**src/hw/rtl/indexed_list_engine_top_defines.svh**
```systemverilog
// ----------------------------------------------------------------------------
// Indexed list engine assertion macros
// Shared concurrent assertion forms, sampled on clk_i and off during reset.
// ----------------------------------------------------------------------------
`ifndef INDEXED_LIST_ENGINE_TOP_DEFINES_SVH
`define INDEXED_LIST_ENGINE_TOP_DEFINES_SVH

// The consequent must hold in the same cycle as the antecedent.
`define ILE_ASSERT_SAME(label, ante, cons, msg) \
  label: assert property (@(posedge clk_i) disable iff (!rst_ni) (ante) |-> (cons)) \
    else $error(msg);

// The consequent must hold in the cycle after the antecedent.
`define ILE_ASSERT_NEXT(label, ante, cons, msg) \
  label: assert property (@(posedge clk_i) disable iff (!rst_ni) (ante) |=> (cons)) \
    else $error(msg);

`endif

```
**src/hw/rtl/ile_pkg.sv**
```systemverilog
// ----------------------------------------------------------------------------
// Indexed list engine package
// Operation and status codes, cell modes and the command word sent to cells.
// ----------------------------------------------------------------------------
package ile_pkg;

  localparam int unsigned DataW = 32;

  typedef enum logic [2:0] {
    OP_READ       = 3'd0,
    OP_WRITE      = 3'd1,
    OP_PUSH_BACK  = 3'd2,
    OP_PUSH_FRONT = 3'd3,
    OP_POP_FRONT  = 3'd4,
    OP_INSERT     = 3'd5,
    OP_REMOVE     = 3'd6,
    OP_CLEAR      = 3'd7
  } op_e;

  typedef enum logic [1:0] {
    ST_OK    = 2'd0,
    ST_RANGE = 2'd1,
    ST_EMPTY = 2'd2,
    ST_FULL  = 2'd3
  } status_e;

  typedef enum logic [1:0] {
    MODE_HOLD  = 2'd0,
    MODE_WRITE = 2'd1,
    MODE_OPEN  = 2'd2,
    MODE_CLOSE = 2'd3
  } cell_mode_e;

  typedef struct packed {
    cell_mode_e        mode;
    logic [DataW-1:0]  value;
  } cell_cmd_t;

endpackage

```
**src/hw/rtl/ile_cell.sv**
```systemverilog
// ----------------------------------------------------------------------------
// Indexed list engine cell
// Holds one list word and loads, keeps or takes a neighbour's word each cycle.
// ----------------------------------------------------------------------------
module ile_cell import ile_pkg::*; #(
  parameter int unsigned IdxW = 6
) (
  input  logic             clk_i,
  input  logic [IdxW-1:0]  idx_i,
  input  logic [IdxW-1:0]  pos_i,
  input  logic [IdxW-1:0]  rd_pos_i,
  input  cell_cmd_t        cmd_i,
  input  logic [DataW-1:0] left_i,
  input  logic [DataW-1:0] right_i,
  output logic [DataW-1:0] data_o,
  output logic [DataW-1:0] rd_o
);

  logic [DataW-1:0] data_q;
  logic [DataW-1:0] data_d;
  logic             load;

  always_comb begin
    load   = 1'b0;
    data_d = data_q;
    case (cmd_i.mode)
      MODE_WRITE: begin
        if (idx_i == pos_i) begin
          load   = 1'b1;
          data_d = cmd_i.value;
        end
      end
      MODE_OPEN: begin
        if (idx_i == pos_i) begin
          load   = 1'b1;
          data_d = cmd_i.value;
        end else if (idx_i > pos_i) begin
          load   = 1'b1;
          data_d = left_i;
        end
      end
      MODE_CLOSE: begin
        if (idx_i >= pos_i) begin
          load   = 1'b1;
          data_d = right_i;
        end
      end
      default: begin
        load = 1'b0;
      end
    endcase
  end

  always_ff @(posedge clk_i) begin
    if (load) begin
      data_q <= data_d;
    end
  end

  assign data_o = data_q;
  assign rd_o   = (idx_i == rd_pos_i) ? data_q : '0;

endmodule

```
**config.mk**
```make
export PLATFORM = sky130hd
export DESIGN_NAME = ile_cell
export DESIGN_NICKNAME = d
export VERILOG_FILES = /design/src/hw/rtl/indexed_list_engine_top_defines.svh /design/src/hw/rtl/ile_pkg.sv /design/src/hw/rtl/ile_cell.sv
export SDC_FILE = /design/constraint.sdc
export NUM_CORES = 1
export LEC_CHECK = 0
export BUFFER_PORTS_ARGS = -buffer_cell sky130_fd_sc_hd__buf_4
export CAP_MARGIN = 20
export CORE_MARGIN = 2
export CORE_UTILIZATION = 27
export CTS_CLUSTER_SIZE = 30
export DETAILED_ROUTE_END_ITERATION = 8
export GPL_TIMING_DRIVEN = 1
export HOLD_SLACK_MARGIN = 0.03
export SYNTH_ARGS = -nofsm -noshare
export SYNTH_HDL_FRONTEND = slang
export SYNTH_SLANG_ARGS = --single-unit
export TNS_END_PERCENT = 1
```
**constraint.sdc**
```tcl
create_clock -name clk_i -period 2.1 [get_ports clk_i]
set_input_delay 0.105 -clock clk_i [delete_from_list [all_inputs] [get_ports clk_i]]
set_output_delay 0.105 -clock clk_i [all_outputs]
set_load 0.005 [all_outputs]
```
==> summary by stage <==
Status
The run finished with clean final reports.

STA
Hold is met by 0.1663 ns. Setup total negative slack on the finished layout was measured at 0 ns. The remaining max-slew budget at the tightest pin is 43.60%. The number of pins exceeding their max-slew limit in the final report came to 0. The final clock period utilization by the worst path is 85.49%.

Setup violations remaining at the end of the flow were counted as 0. At the pin with the least slew margin, the transition time is 0.8459 ns. The routed design could run at a clock period as short as 1.795 ns. Based on the critical path, the design can be clocked at up to 557.0 MHz.

The number of hold violations in the final report was 0. Setup repair after global routing left no endpoint under its margin.

Route
The pre-antenna-repair detailed-routing pass consisted of 4 iterations. The number of vias in the routed layout is 2416. After the first detailed-routing iteration, the DRC count stood at 73. The DRC violations left is 0. Dividing the detail-routed wire length by the instance count gives 15.79 um.

The via density per instance is 4.911. The number of routed nets with antenna violations is 0. The wire length after detailed routing is 7771 um.

Logic synthesis
The sequential-to-total area share from yosys stat is 45.26%. Summing the areas of all compound-gate instances in the mapped netlist gives 28.76% of the synthesized area. The count of flip-flops with a built-in enable after synthesis is 32. In this run, synthesis produced a sequential element count of 32.

The combinational family with the most area after synthesis is compound AO/OA/AOI/OAI gates. The fraction of the mapped netlist area in simple logic gates is 13.73%. The synthesized netlist contains 24 unique library cells. The post-synthesis cell count is 213. The synthesized area per cell is 9.968 sq um. The most used flip-flop cell after synthesis is edfxtp_1. After synthesis, the share of flip-flops with an asynchronous set or reset is 0%. The count of yosys warnings during synthesis is 0.

The post-synthesis net count is 336. The cell area after technology mapping is 2123 sq um. After Yosys synthesis, full adders, half adders and majority gates account for 3.536% of the synthesized area.

The synthesized netlist devotes 2.475% of its cell area to XOR and XNOR gates. The portion of synthesized area spent on multiplexers is 0%.

Placed design
After legalization and detailed placement, the total HPWL measured 5675 um. The final estimated routing congestion in global placement is 0.7208. The count of placed standard cells including taps is 484. The count of buffers inserted at the top-level ports is 180.

Final layout
The number of flip-flops under the largest register name is 32. The repair_antennas step left the layout with diodes totalling 0. The final cell utilization of the core is 47.77%.

For this run, the number of standard cells in the final layout without fillers is 492. The register area is 960.9 sq um. After the last flow step, the layout net total stands at 512.

The multi-input combinational cell area is 1036 sq um. The share of post-route cells with drive strength above 1 is 58.21%. The relative area change from synthesis to final layout is 72.95%. Fill cells in the final layout number 767.

Die
For this design the top-level I/O count stands at 181. Once the floorplan was initialized, standard cells occupied 27.62% of the core. The area inside the core boundary is 7687 sq um.

The horizontal die dimension is 92.68 um. The floorplan step set the die height to 92.68 um. The number of rows created at floorplan is 32. The floorplan step defined a die boundary enclosing 8590 sq um.

Clock tree
TritonCTS built the clock tree. Counting every sink on the clock net gives 32. The longest clock path from root to sink contains 2 buffers.

The total CTS buffers is 5. CTS built an H-tree with a depth of 2. The post-CTS setup-driven buffer insertion count is 0. The clock-pin slew reported for the worst setup and hold paths after clock tree synthesis is 0.07 ns. The cell sitting at the root of the clock tree is a clkbuf_8. The number of hold buffers added after CTS was 0.

The number of gates resized after CTS was 0.

Setup path
The largest fanout of any net on the critical path is 32. STA puts the critical path data required time at 2.01 ns. The critical path in this run is classified as in2reg.

The worst endpoint data arrival time is 1.70 ns. The worst setup path is captured at a flop. The nature of the critical path startpoint is a primary input.

Global route
The total grt overflow is 0. Entering global routing, the biggest net connects 34 pins. The first global-routing pass estimated 11760 um of wire.

The initial antenna violation count is 0. The global-route usage over all layers is 17.24%. The via count of the first global-routing pass was 2413.

Power and ir drop
Across the VDD grid, the largest voltage drop is 0.2107 mV. Overall power consumption after layout is estimated at 1.975 mW. For this design the ratio of total power to cell area is 537.9 nW/um^2. The static leakage is 1.676 nW.

Job
The max capacitance violation total is 0.

Min path
The path class of the tightest hold or removal check is in2reg.
## per-stage QoR
| stage | setup WS [ns] | area [sq um] |
|---|---|---|
| 2_1_floorplan | 0.2935 | 2123 |
| 3_3_place_gp | -0.0004694 | 3566 |
| 3_5_place_dp | -0.01632 | 3566 |
| 4_1_cts | 0.2751 | 3672 |
| 5_1_grt | 0.1596 | 3672 |
| 6_report | 0.3047 | 3672 |
## cells in the mapped netlist (3+ instances only)
master,number,area share (%)
inv_1,8,1.4
ha_1,6,3.5
buf_2,4,0.94
xnor2_1,4,1.6
clkbuf_1,9,1.6
buf_6,3,1.6
clkbuf_2,3,0.71
and2_2,28,9.9
o22ai_1,65,19
edfxtp_1,32,45
and2_1,4,1.2
a21oi_1,33,7.8
## final timing paths
check | startpoint | to | slack, ns | depth (start not counted)
min | right_i[21] | data_o[21] | 0.17 | 3
max | idx_i[5] | data_o[8] | 0.30 | 6
## placed cells by master, fill, tap and decap left out
master | netlist | final
buf_4 | 0 | 188
o22ai_1 | 65 | 65
a21oi_1 | 33 | 33
edfxtp_1 | 32 | 32
and2_2 | 28 | 28
inv_1 | 8 | 8
ha_1 | 6 | 6
clkbuf_8 | 0 | 5
xnor2_1 | 4 | 4
and2_1 | 4 | 4
nand2_1 | 2 | 2
xor2_1 | 2 | 2
clkinv_1 | 0 | 2
and4_4 | 1 | 1
nand3_2 | 1 | 1
a31o_4 | 1 | 1
nand4_1 | 1 | 1
nor3_4 | 0 | 1
nand3_1 | 1 | 1
nand2b_1 | 1 | 1
a211oi_1 | 1 | 1
o21ai_0 | 1 | 1
a31o_2 | 1 | 1
bufinv_16 | 0 | 1
## report_power, final
| part | switching (mW) | internal [mW] |
|---|---|---|
| sequential | 0.0420 | 0.812 |
| clock | 0.228 | 0.345 |
| combinational | 0.223 | 0.325 |
## final cells by class
| cell class | count | share of cell area, % |
|---|---|---|
| clock inverter | 3 | 1.022 |
| clock buffer | 5 | 1.874 |
| timing repair buffer | 188 | 38.43 |
| sequential | 32 | 26.17 |
| tap | 102 | 3.475 |
| multi-input combinational | 154 | 28.21 |
| inverter | 8 | 0.8177 |
## routing by layer
metal	wire [um]	part of all wire [%]	track usage, %
met3	499	6.4	3.255
met1	3155	41	21.07
met4	148	1.9	5.760
met2	3968	51	30.47
met5	0	0	0
## worst max-delay path, cell delays in order
cell	delay (ns)
buf_4	0.12
ha_1	0.30
and4_4	0.25
nand3_2	0.09
o22ai_1	0.15
a31o_2	0.68
## logic make-up after synthesis
logic type | count (synthesis)
xor gates and xnor gates | 6
buffers and inverters | 27
and+or+nand+nor | 40
AOI/OAI and AO/OA | 102
DFF | 32
adders and majority gates | 6
(Power assumes the default switching activity.)
